### src/design/pofp_pkg.sv
// shared types, codes and reset values for the pulse oximeter frame parser
`timescale 1ns / 1ps

package pofp_pkg;

	localparam int unsigned BYTE_W = 8;
	localparam int unsigned RATE_W = 9;
	localparam int unsigned IDX_W  = 3;

	// configuration register indexes
	localparam logic [IDX_W-1:0] CFG_STALE_SECONDS = 3'd0;
	localparam logic [IDX_W-1:0] CFG_SPO2_FLOOR    = 3'd1;
	localparam logic [IDX_W-1:0] CFG_SPO2_CEILING  = 3'd2;
	localparam logic [IDX_W-1:0] CFG_RATE_FLOOR    = 3'd3;
	localparam logic [IDX_W-1:0] CFG_RATE_CEILING  = 3'd4;

	// configuration reset values
	localparam logic [BYTE_W-1:0] RST_STALE_SECONDS = 8'd5;
	localparam logic [BYTE_W-1:0] RST_SPO2_FLOOR    = 8'd80;
	localparam logic [BYTE_W-1:0] RST_SPO2_CEILING  = 8'd100;
	localparam logic [RATE_W-1:0] RST_RATE_FLOOR    = 9'd50;
	localparam logic [RATE_W-1:0] RST_RATE_CEILING  = 9'd200;

	// frame constants
	localparam logic [BYTE_W-1:0] SYNC_BYTE    = 8'h01;
	localparam logic [BYTE_W-1:0] STAT_MASK    = 8'h81;
	localparam logic [BYTE_W-1:0] STAT_RESTART = 8'h81;
	localparam logic [BYTE_W-1:0] STAT_ADVANCE = 8'h80;
	localparam logic [BYTE_W-1:0] IDLE_MAX     = 8'd255;

	// heart rate values that the sensor uses as markers
	localparam logic [RATE_W-1:0] RATE_SENTINEL_A = 9'd511;
	localparam logic [RATE_W-1:0] RATE_SENTINEL_B = 9'd127;
	localparam logic [RATE_W-1:0] RATE_SENTINEL_C = 9'd128;

	localparam logic OP_BYTE = 1'b0;
	localparam logic OP_TICK = 1'b1;

	typedef enum logic [2:0] {
		POS_SYNC  = 3'd0,
		POS_STAT  = 3'd1,
		POS_PLETH = 3'd2,
		POS_DATA  = 3'd3,
		POS_CHK   = 3'd4
	} pos_t;

	typedef enum logic [1:0] {
		MODE_RATE_HIGH = 2'd0,
		MODE_RATE_LOW  = 2'd1,
		MODE_OXYGEN    = 2'd2,
		MODE_IGNORED   = 2'd3
	} mode_t;

	typedef struct packed {
		logic [BYTE_W-1:0] stale_seconds;
		logic [BYTE_W-1:0] spo2_floor;
		logic [BYTE_W-1:0] spo2_ceiling;
		logic [RATE_W-1:0] rate_floor;
		logic [RATE_W-1:0] rate_ceiling;
	} cfg_t;

	typedef struct packed {
		logic [RATE_W-1:0] heart_rate;
		logic [BYTE_W-1:0] oxygen_level;
		logic              rate_updated;
		logic              oxygen_updated;
		logic              checksum_bad;
		logic              values_cleared;
	} result_t;

endpackage

### src/design/pofp_cfg.sv
// configuration register bank
`timescale 1ns / 1ps

module pofp_cfg (
	input  logic                              clk,
	input  logic                              arst_n,
	input  logic                              cfg_valid,
	output logic                              cfg_ready,
	input  logic [pofp_pkg::IDX_W-1:0]        cfg_index,
	input  logic [pofp_pkg::RATE_W-1:0]       cfg_data,
	output pofp_pkg::cfg_t                    cfg
);

	pofp_pkg::cfg_t cfg_q;

	assign cfg_ready = 1'b1;
	assign cfg        = cfg_q;

	always_ff @(posedge clk or negedge arst_n) begin
		if (!arst_n) begin
			cfg_q.stale_seconds <= pofp_pkg::RST_STALE_SECONDS;
			cfg_q.spo2_floor    <= pofp_pkg::RST_SPO2_FLOOR;
			cfg_q.spo2_ceiling  <= pofp_pkg::RST_SPO2_CEILING;
			cfg_q.rate_floor    <= pofp_pkg::RST_RATE_FLOOR;
			cfg_q.rate_ceiling  <= pofp_pkg::RST_RATE_CEILING;
		end else if (cfg_valid && cfg_ready) begin
			case (cfg_index)
				pofp_pkg::CFG_STALE_SECONDS: begin
					cfg_q.stale_seconds <= cfg_data[pofp_pkg::BYTE_W-1:0];
				end
				pofp_pkg::CFG_SPO2_FLOOR: begin
					cfg_q.spo2_floor <= cfg_data[pofp_pkg::BYTE_W-1:0];
				end
				pofp_pkg::CFG_SPO2_CEILING: begin
					cfg_q.spo2_ceiling <= cfg_data[pofp_pkg::BYTE_W-1:0];
				end
				pofp_pkg::CFG_RATE_FLOOR: begin
					cfg_q.rate_floor <= cfg_data;
				end
				pofp_pkg::CFG_RATE_CEILING: begin
					cfg_q.rate_ceiling <= cfg_data;
				end
				default: begin
				end
			endcase
		end
	end

endmodule

### src/design/pofp_core.sv
// input stage, frame state and the per-item parse step
`timescale 1ns / 1ps

module pofp_core (
	input  logic                        clk,
	input  logic                        arst_n,
	input  logic                        in_valid,
	output logic                        in_stall,
	input  logic                        operation,
	input  logic [pofp_pkg::BYTE_W-1:0] rx_byte,
	input  pofp_pkg::cfg_t              cfg,
	input  logic                        adv,
	output logic                        load,
	output pofp_pkg::result_t           res
);

	logic                        valid_s1;
	logic                        op_s1;
	logic [pofp_pkg::BYTE_W-1:0] byte_s1;

	pofp_pkg::pos_t              pos_q, pos_d;
	pofp_pkg::mode_t             mode_q, mode_d;
	logic [pofp_pkg::BYTE_W-1:0] sum_q, sum_d;
	logic [pofp_pkg::RATE_W-1:0] pend_rate_q, pend_rate_d;
	logic [pofp_pkg::BYTE_W-1:0] pend_oxy_q, pend_oxy_d;
	logic [pofp_pkg::RATE_W-1:0] held_rate_q, held_rate_d;
	logic [pofp_pkg::BYTE_W-1:0] held_oxy_q, held_oxy_d;
	logic [pofp_pkg::BYTE_W-1:0] idle_q, idle_d, idle_inc;
	logic                        r_upd, o_upd, bad, cleared;
	logic [pofp_pkg::BYTE_W-1:0] sum_add;
	logic [pofp_pkg::BYTE_W-1:0] stat_bits;
	logic                        rate_ok, oxy_ok;

	assign load     = valid_s1 && adv;
	assign in_stall = valid_s1 && !adv;

	always_ff @(posedge clk or negedge arst_n) begin
		if (!arst_n) begin
			valid_s1 <= 1'b0;
		end else if (!in_stall) begin
			valid_s1 <= in_valid;
		end
	end

	always_ff @(posedge clk) begin
		if (in_valid && !in_stall) begin
			op_s1   <= operation;
			byte_s1 <= rx_byte;
		end
	end

	assign sum_add   = sum_q + byte_s1;
	assign stat_bits = byte_s1 & pofp_pkg::STAT_MASK;
	assign idle_inc  = (idle_q == pofp_pkg::IDLE_MAX) ? idle_q : idle_q + 8'd1;

	assign oxy_ok = (pend_oxy_q < cfg.spo2_ceiling) && (pend_oxy_q > cfg.spo2_floor);
	assign rate_ok = (pend_rate_q != pofp_pkg::RATE_SENTINEL_A)
		&& (pend_rate_q != pofp_pkg::RATE_SENTINEL_B)
		&& (pend_rate_q != pofp_pkg::RATE_SENTINEL_C)
		&& (pend_rate_q < cfg.rate_ceiling) && (pend_rate_q > cfg.rate_floor);

	always_comb begin
		pos_d       = pos_q;
		mode_d      = mode_q;
		sum_d       = sum_q;
		pend_rate_d = pend_rate_q;
		pend_oxy_d  = pend_oxy_q;
		held_rate_d = held_rate_q;
		held_oxy_d  = held_oxy_q;
		idle_d      = idle_q;
		r_upd       = 1'b0;
		o_upd       = 1'b0;
		bad         = 1'b0;
		cleared     = 1'b0;
		if (op_s1 == pofp_pkg::OP_TICK) begin
			idle_d = idle_inc;
			if (idle_inc > cfg.stale_seconds) begin
				held_rate_d = '0;
				held_oxy_d  = '0;
				cleared     = 1'b1;
			end
		end else begin
			case (pos_q)
				pofp_pkg::POS_STAT: begin
					sum_d = sum_add;
					if (stat_bits == pofp_pkg::STAT_RESTART) begin
						mode_d = pofp_pkg::MODE_RATE_HIGH;
						pos_d  = pofp_pkg::POS_PLETH;
					end else if (stat_bits == pofp_pkg::STAT_ADVANCE) begin
						// advance saturates at the ignored mode
						if (mode_q != pofp_pkg::MODE_IGNORED) begin
							mode_d = pofp_pkg::mode_t'(mode_q + 2'd1);
						end
						pos_d = pofp_pkg::POS_PLETH;
					end else begin
						pos_d = pofp_pkg::POS_SYNC;
					end
				end
				pofp_pkg::POS_PLETH: begin
					sum_d = sum_add;
					pos_d = pofp_pkg::POS_DATA;
				end
				pofp_pkg::POS_DATA: begin
					sum_d = sum_add;
					case (mode_q)
						pofp_pkg::MODE_RATE_HIGH: begin
							pend_rate_d = {byte_s1[1:0], 7'd0};
						end
						pofp_pkg::MODE_RATE_LOW: begin
							pend_rate_d = {pend_rate_q[8:7], pend_rate_q[6:0] | byte_s1[6:0]};
						end
						pofp_pkg::MODE_OXYGEN: begin
							pend_oxy_d = byte_s1;
						end
						default: begin
						end
					endcase
					pos_d = pofp_pkg::POS_CHK;
				end
				pofp_pkg::POS_CHK: begin
					if (byte_s1 == sum_q) begin
						if (mode_q == pofp_pkg::MODE_OXYGEN && oxy_ok) begin
							held_oxy_d = pend_oxy_q;
							idle_d     = '0;
							o_upd      = 1'b1;
						end else if (mode_q == pofp_pkg::MODE_RATE_LOW && rate_ok) begin
							held_rate_d = pend_rate_q;
							idle_d      = '0;
							r_upd       = 1'b1;
						end
					end else begin
						bad = 1'b1;
					end
					pos_d = pofp_pkg::POS_SYNC;
				end
				default: begin
					pos_d = pofp_pkg::POS_SYNC;
					if (byte_s1 == pofp_pkg::SYNC_BYTE) begin
						sum_d = pofp_pkg::SYNC_BYTE;
						pos_d = pofp_pkg::POS_STAT;
					end
				end
			endcase
		end
	end

	always_ff @(posedge clk or negedge arst_n) begin
		if (!arst_n) begin
			pos_q       <= pofp_pkg::POS_SYNC;
			mode_q      <= pofp_pkg::MODE_RATE_HIGH;
			sum_q       <= '0;
			pend_rate_q <= '0;
			pend_oxy_q  <= '0;
			held_rate_q <= '0;
			held_oxy_q  <= '0;
			idle_q      <= '0;
		end else if (load) begin
			pos_q       <= pos_d;
			mode_q      <= mode_d;
			sum_q       <= sum_d;
			pend_rate_q <= pend_rate_d;
			pend_oxy_q  <= pend_oxy_d;
			held_rate_q <= held_rate_d;
			held_oxy_q  <= held_oxy_d;
			idle_q      <= idle_d;
		end
	end

	assign res.heart_rate     = held_rate_d;
	assign res.oxygen_level   = held_oxy_d;
	assign res.rate_updated   = r_upd;
	assign res.oxygen_updated = o_upd;
	assign res.checksum_bad   = bad;
	assign res.values_cleared = cleared;

	a_commit_clears_idle: assert property (@(posedge clk) disable iff (!arst_n)
		load && (r_upd || o_upd) |=> idle_q == '0)
		else $error("commit did not reset idle counter");

	a_tick_keeps_frame: assert property (@(posedge clk) disable iff (!arst_n)
		load && op_s1 == pofp_pkg::OP_TICK |=> $stable(pos_q) && $stable(sum_q))
		else $error("tick disturbed frame state");

	a_bad_back_to_sync: assert property (@(posedge clk) disable iff (!arst_n)
		load && bad |=> pos_q == pofp_pkg::POS_SYNC)
		else $error("bad checksum did not return to sync");

	a_flags_exclusive: assert property (@(posedge clk) disable iff (!arst_n)
		load |-> $onehot0({r_upd, o_upd, bad, cleared}))
		else $error("more than one result flag set");

	a_cleared_zeroes: assert property (@(posedge clk) disable iff (!arst_n)
		load && cleared |=> held_rate_q == '0 && held_oxy_q == '0)
		else $error("clear left a held value");

endmodule

### src/design/pofp_out.sv
// result register toward the receiver
`timescale 1ns / 1ps

module pofp_out (
	input  logic              clk,
	input  logic              arst_n,
	input  logic              load,
	input  pofp_pkg::result_t res,
	output logic              adv,
	output logic              out_valid,
	input  logic              out_stall,
	output pofp_pkg::result_t res_out
);

	logic              out_valid_q;
	pofp_pkg::result_t res_q;

	// the register can take a new item when empty or being emptied
	assign adv       = !out_valid_q || !out_stall;
	assign out_valid = out_valid_q;
	assign res_out   = res_q;

	always_ff @(posedge clk or negedge arst_n) begin
		if (!arst_n) begin
			out_valid_q <= 1'b0;
		end else if (adv) begin
			out_valid_q <= load;
		end
	end

	always_ff @(posedge clk) begin
		if (load) begin
			res_q <= res;
		end
	end

endmodule

### src/design/pulse_oximeter_frame_parser.sv
// top level of the pulse oximeter serial frame parser
//
// input channel: in_valid / in_stall with operation (0 byte, 1 one-second tick)
// and rx_byte. an item is taken on a clock edge with in_valid high and
// in_stall low. every item gives exactly one result on the output channel:
// out_valid / out_stall with the held heart rate and SpO2 and four flags.
// configuration: cfg_valid / cfg_ready with cfg_index and cfg_data; cfg_ready
// is always high, writes are registered and index values past the last
// register are dropped. write only while no item is in flight.
// an accepted item waits in the input stage until the parse step moves it into the
// result register, which drives out_valid. one item per cycle is taken unless the
// receiver stalls; the frame state updates once per item.
// reset (arst_n low) returns to waiting for sync, rate-high mode, all held
// values and the idle counter to zero, and the registers to their defaults.
// when the receiver stalls, the result register holds and one more item can
// sit in the input stage; in_stall rises only when both are full.
`timescale 1ns / 1ps

module pulse_oximeter_frame_parser (
	input  logic                        clk,
	input  logic                        arst_n,
	input  logic                        in_valid,
	output logic                        in_stall,
	input  logic                        operation,
	input  logic [pofp_pkg::BYTE_W-1:0] rx_byte,
	output logic                        out_valid,
	input  logic                        out_stall,
	output logic [pofp_pkg::RATE_W-1:0] heart_rate,
	output logic [pofp_pkg::BYTE_W-1:0] oxygen_level,
	output logic                        rate_updated,
	output logic                        oxygen_updated,
	output logic                        checksum_bad,
	output logic                        values_cleared,
	input  logic                        cfg_valid,
	output logic                        cfg_ready,
	input  logic [pofp_pkg::IDX_W-1:0]  cfg_index,
	input  logic [pofp_pkg::RATE_W-1:0] cfg_data
);

	pofp_pkg::cfg_t    cfg;
	pofp_pkg::result_t res;
	pofp_pkg::result_t res_out;
	logic              adv;
	logic              load;

	pofp_cfg u_cfg (
		.clk       (clk),
		.arst_n    (arst_n),
		.cfg_valid (cfg_valid),
		.cfg_ready (cfg_ready),
		.cfg_index (cfg_index),
		.cfg_data  (cfg_data),
		.cfg       (cfg)
	);

	pofp_core u_core (
		.clk       (clk),
		.arst_n    (arst_n),
		.in_valid  (in_valid),
		.in_stall  (in_stall),
		.operation (operation),
		.rx_byte   (rx_byte),
		.cfg       (cfg),
		.adv       (adv),
		.load      (load),
		.res       (res)
	);

	pofp_out u_out (
		.clk       (clk),
		.arst_n    (arst_n),
		.load      (load),
		.res       (res),
		.adv       (adv),
		.out_valid (out_valid),
		.out_stall (out_stall),
		.res_out   (res_out)
	);

	assign heart_rate     = res_out.heart_rate;
	assign oxygen_level   = res_out.oxygen_level;
	assign rate_updated   = res_out.rate_updated;
	assign oxygen_updated = res_out.oxygen_updated;
	assign checksum_bad   = res_out.checksum_bad;
	assign values_cleared = res_out.values_cleared;

endmodule

### config.mk
export PLATFORM = sky130hd
export DESIGN_NAME = pulse_oximeter_frame_parser
export DESIGN_NICKNAME = d
export VERILOG_FILES = /design/src/design/pofp_pkg.sv /design/src/design/pofp_cfg.sv /design/src/design/pofp_core.sv /design/src/design/pofp_out.sv /design/src/design/pulse_oximeter_frame_parser.sv
export SDC_FILE = /design/constraint.sdc
export NUM_CORES = 1
export LEC_CHECK = 0
export BUFFER_PORTS_ARGS = -buffer_cell sky130_fd_sc_hd__buf_2
export CAP_MARGIN = 10
export CORE_MARGIN = 4
export CORE_UTILIZATION = 40
export DETAILED_ROUTE_END_ITERATION = 10
export GPL_TIMING_DRIVEN = 0
export SLEW_MARGIN = 10
export SYNTH_ARGS = -nofsm -noshare
export SYNTH_HDL_FRONTEND = slang
export SYNTH_SLANG_ARGS = --single-unit
export TNS_END_PERCENT = 10
### constraint.sdc
create_clock -name clk -period 5.4 [get_ports clk]
set_input_delay 1.08 -clock clk [delete_from_list [all_inputs] [get_ports clk]]
set_output_delay 1.08 -clock clk [all_outputs]
set_load 0.02 [all_outputs]
==> impl_metrics.yaml <==
synthesis:
  synthCells: 595
  synth_cell_types: 63
  synthesis.nets: 675
  synth_area_um2: 6535
  synth_ff_type: "dfrtp_1"
  avgSynthCellArea_um2: 10.98
  async_flop_share: 0.7674
  synth_warnings: 0
  ys_seq_elements: 129
  ys_seq_area_frac: 0.5194
  synth_edf_count: 30
clock_network:
  cts_sinks: 129
  postCtsResizedCells: 0
  clk_pin_slew_ps: 60
  cts_setup_buffers: 0
  root_buffer: "clkbuf_16"
  hold_buffers: 0
  htreeDepth: 4
  cts_buffer_depth: 2
  tritoncts: "done"
  clock_latency_ps: 420
  numCtsBuffers: 17
cells_and_area:
  diodes: 0
  final_common_cell: "dfrtp_1"
  area_delta_synth_final_pct: 16.29
  final_util: 0.4767
  final_cell_mix: "86 x dfrtp_1, 66 x nand2_1, 53 x ha_1"
  layout.cells.non_filler: 892
  nFillCells: 1477
  fin_nets: 743
  layout-drive-gt1-share: 0.1790
global_route:
  grt.total_usage: 0.1792
  first_global_vias: 4859
  grt_pass1_wl_mm: 25.49
  grt_antenna_before_repair: 0
  grt_max_degree: 65
  grt_overflow: 0
sta:
  finalCritPeriodShare: 0.7845
  tightestPinTransition_ps: 1146
  rsz0062_at_grt: "no"
  fin_crit_ps: 4236
  setup_slack_ps: 1164
  hold_viol: 0
  clock.fmax_ghz: 0.2361
  setup_viol_count_final: 0
  finalClockSkew_ps: 8.716
  slew_violations: 0
  finalSetupTns_ps: 0
  relSlewSlack: 0.2293
floorplanning:
  design.core.area_um2: 15940
  die_x_um: 135.8
  die_h_um: 135.8
  io_pins: 50
  row_count: 46
  dieArea_um2: 18450
  start_util: 0.4099
pwr:
  clkPwrFrac: 0.374
  peakVddDrop_mv: 0.2431
  swShare: 0.2774
  power_switching_mw: 0.7614
  leakagePower_nw: 3.485
  intPower_mw: 1.984
  p_comb_frac: 0.187
  seqPwrFrac: 0.439
  power_density_nw_per_um2: 361.2
  total_power_mw: 2.745
setup_path:
  start_kind: "flop"
  crit_required_ps: 5680
  ff2ff_path_depth: 13
  worstPathMaxFanout: 9
  cp-end-kind: "flop"
  slowest_delay_ps: 740
  worstSetupPathType: "reg -> reg"
  cpMostUsedCell: "ha_1"
  reg2reg_slack_ps: 1160
  reg2reg_from: "u_core.idle_q[0]$_DFFE_PN0P_"
  cp_cell_sequence: "ha_1 > and3_1 > nand3_1 > mux2_2 > ha_1 > nor2b_1 > o21a_1 > o21ai_0 > a21oi_1 > o221ai_1 > inv_1 > nor2_2 > a22o_1"
  cp.arrival_ps: 4510
  cp_slowest_cell: "o221ai_1"
  rr_endpoint: "u_out.res_out[16]$_DFFE_PP_"
worst_hold_path:
  whs_path_depth: 1
  holdPathEnd: "u_out.out_valid$_DFFE_PN0N_"
  min_from: "u_core.valid_s1$_DFFE_PN0N_"
  hold_class: "reg -> reg"
drt:
  vias_per_cell: 5.346
  routed_wl_mm: 15.68
  dr_total_vias: 4769
  post_drt_wl_per_cell_um: 17.58
  drc_errors: 0
  drt-pass1-iter-count: 4
  drt_iter0_drc: 356
  ant_nets: 0
job:
  drv_cap: 0
placed_design:
  dpl.cell_count: 860
  hpwl_mm: 11.05
  gp_congestion: 0.8022
  place_ws_ps: 1176
  io_buffers: 48
status:
  status: "completed"
-- state kept, by name, summed over array words and instances, names as in the netlist --
name,flops
u_core.valid_s1,1
u_core.sum_q,8
u_core.byte_s1,8
u_core.idle_q,8
u_core.pend_rate_q,9
u_core.pos_q,3
u_core.op_s1,1
u_core.held_rate_q,9
u_out.out_valid,1
u_core.pend_oxy_q,8
u_out.res_out,21
u_core.mode_q,2
u_core.held_oxy_q,8
u_cfg.cfg,42
-- how the worst max path moves through the flow --
stage | slack [ps] | start | depth (start not counted) | end
3_3_place_gp | 1250 | u_core.idle_q[0]$_DFFE_PN0P_ | 13 | u_out.res_out[16]$_DFFE_PP_
4_1_cts | 1130 | u_core.idle_q[0]$_DFFE_PN0P_ | 13 | u_out.res_out[16]$_DFFE_PP_
5_1_grt | 850 | u_core.idle_q[0]$_DFFE_PN0P_ | 13 | u_out.res_out[16]$_DFFE_PP_
2_1_floorplan | 2030 | u_core.idle_q[0]$_DFFE_PN0P_ | 13 | u_out.res_out[12]$_DFFE_PP_
3_5_place_dp | 1180 | u_core.idle_q[0]$_DFFE_PN0P_ | 13 | u_out.res_out[16]$_DFFE_PP_
6_report | 1160 | u_core.idle_q[0]$_DFFE_PN0P_ | 13 | u_out.res_out[16]$_DFFE_PP_
-- layout make-up --
class	instances	area (um2)	share of cell area
Clock buffer	21	450.4	0.05927
Multi-Input combinational cell	400	2875	0.3783
Inverter	49	183.9	0.02420
Timing Repair Buffer	49	270.3	0.03556
Tap cell	216	270.3	0.03556
Buffer	17	82.58	0.01087
Clock inverter	11	72.57	0.009549
Sequential cell	129	3395	0.4467
-- layer usage --
layer / wire length [um] / track usage / vias up
met5: 0 / 0 / -
met3: 587 / 0.03812 / 29
li1: - / - / 2299
met1: 7332 / 0.2420 / 2347
met4: 324 / 0.07279 / 0
met2: 7434 / 0.2821 / 94
-- power groups by stage --
stage | sequential, mW | clock [mW] | combinational, mW
floorplan | 1.21 | 0 | 0.365
global placement | 1.22 | 0 | 0.485
detailed placement | 1.22 | 0 | 0.511
CTS | 1.21 | 1.05 | 0.517
global route | 1.22 | 1.09 | 0.585
finish | 1.21 | 1.03 | 0.513
-- worst max-delay path, delay by kind of cell (launching register included) --
kind | cells | cell delay, ps
mux | 1 | 390
buf+inv | 1 | 390
compound gates | 5 | 1340
flops | 1 | 410
simple gates | 4 | 1040
fa+ha+maj | 2 | 530
-- cells in the mapped netlist, drive strengths merged (7+ instances only) --
| cell type | instances | area, um2 |
|---|---|---|
| a21o | 11 | 82.58 |
| a21oi | 24 | 120.1 |
| a22o | 23 | 201.4 |
| a32o | 16 | 160.2 |
| buf | 7 | 43.79 |
| clkbuf | 10 | 37.54 |
| dfrtp | 86 | 2152 |
| dfstp | 13 | 341.6 |
| edfxtp | 30 | 900.9 |
| ha | 53 | 663.1 |
| inv | 49 | 183.9 |
| mux2 | 21 | 236.5 |
| nand2 | 66 | 247.7 |
| nand3 | 13 | 65.06 |
| nand4 | 7 | 50.05 |
| nor2 | 25 | 96.35 |
| nor3 | 11 | 60.06 |
| o21ai | 54 | 285.3 |
| xnor2 | 7 | 61.31 |
-- logic make-up after synthesis --
kind of cell | share of synthesized area
DFF | 0.5194
other | 0.0005738
buffers and inverters | 0.04059
adders and majority gates | 0.1061
muxes | 0.03772
and+or+nand+nor | 0.1231
AOI/OAI and AO/OA | 0.1604
xor gates and xnor gates | 0.01206
-- per-stage QoR --
| stage | hold WS, ps | area (um2) |
|---|---|---|
| detailed placement | 470.4 | 7077 |
| floorplan | 443.4 | 6535 |
| CTS | 483.6 | 7600 |
| global route | 498.9 | 7600 |
| global placement | 450.5 | 7046 |
| finish | 480.2 | 7600 |
(Power assumes the default switching activity.)
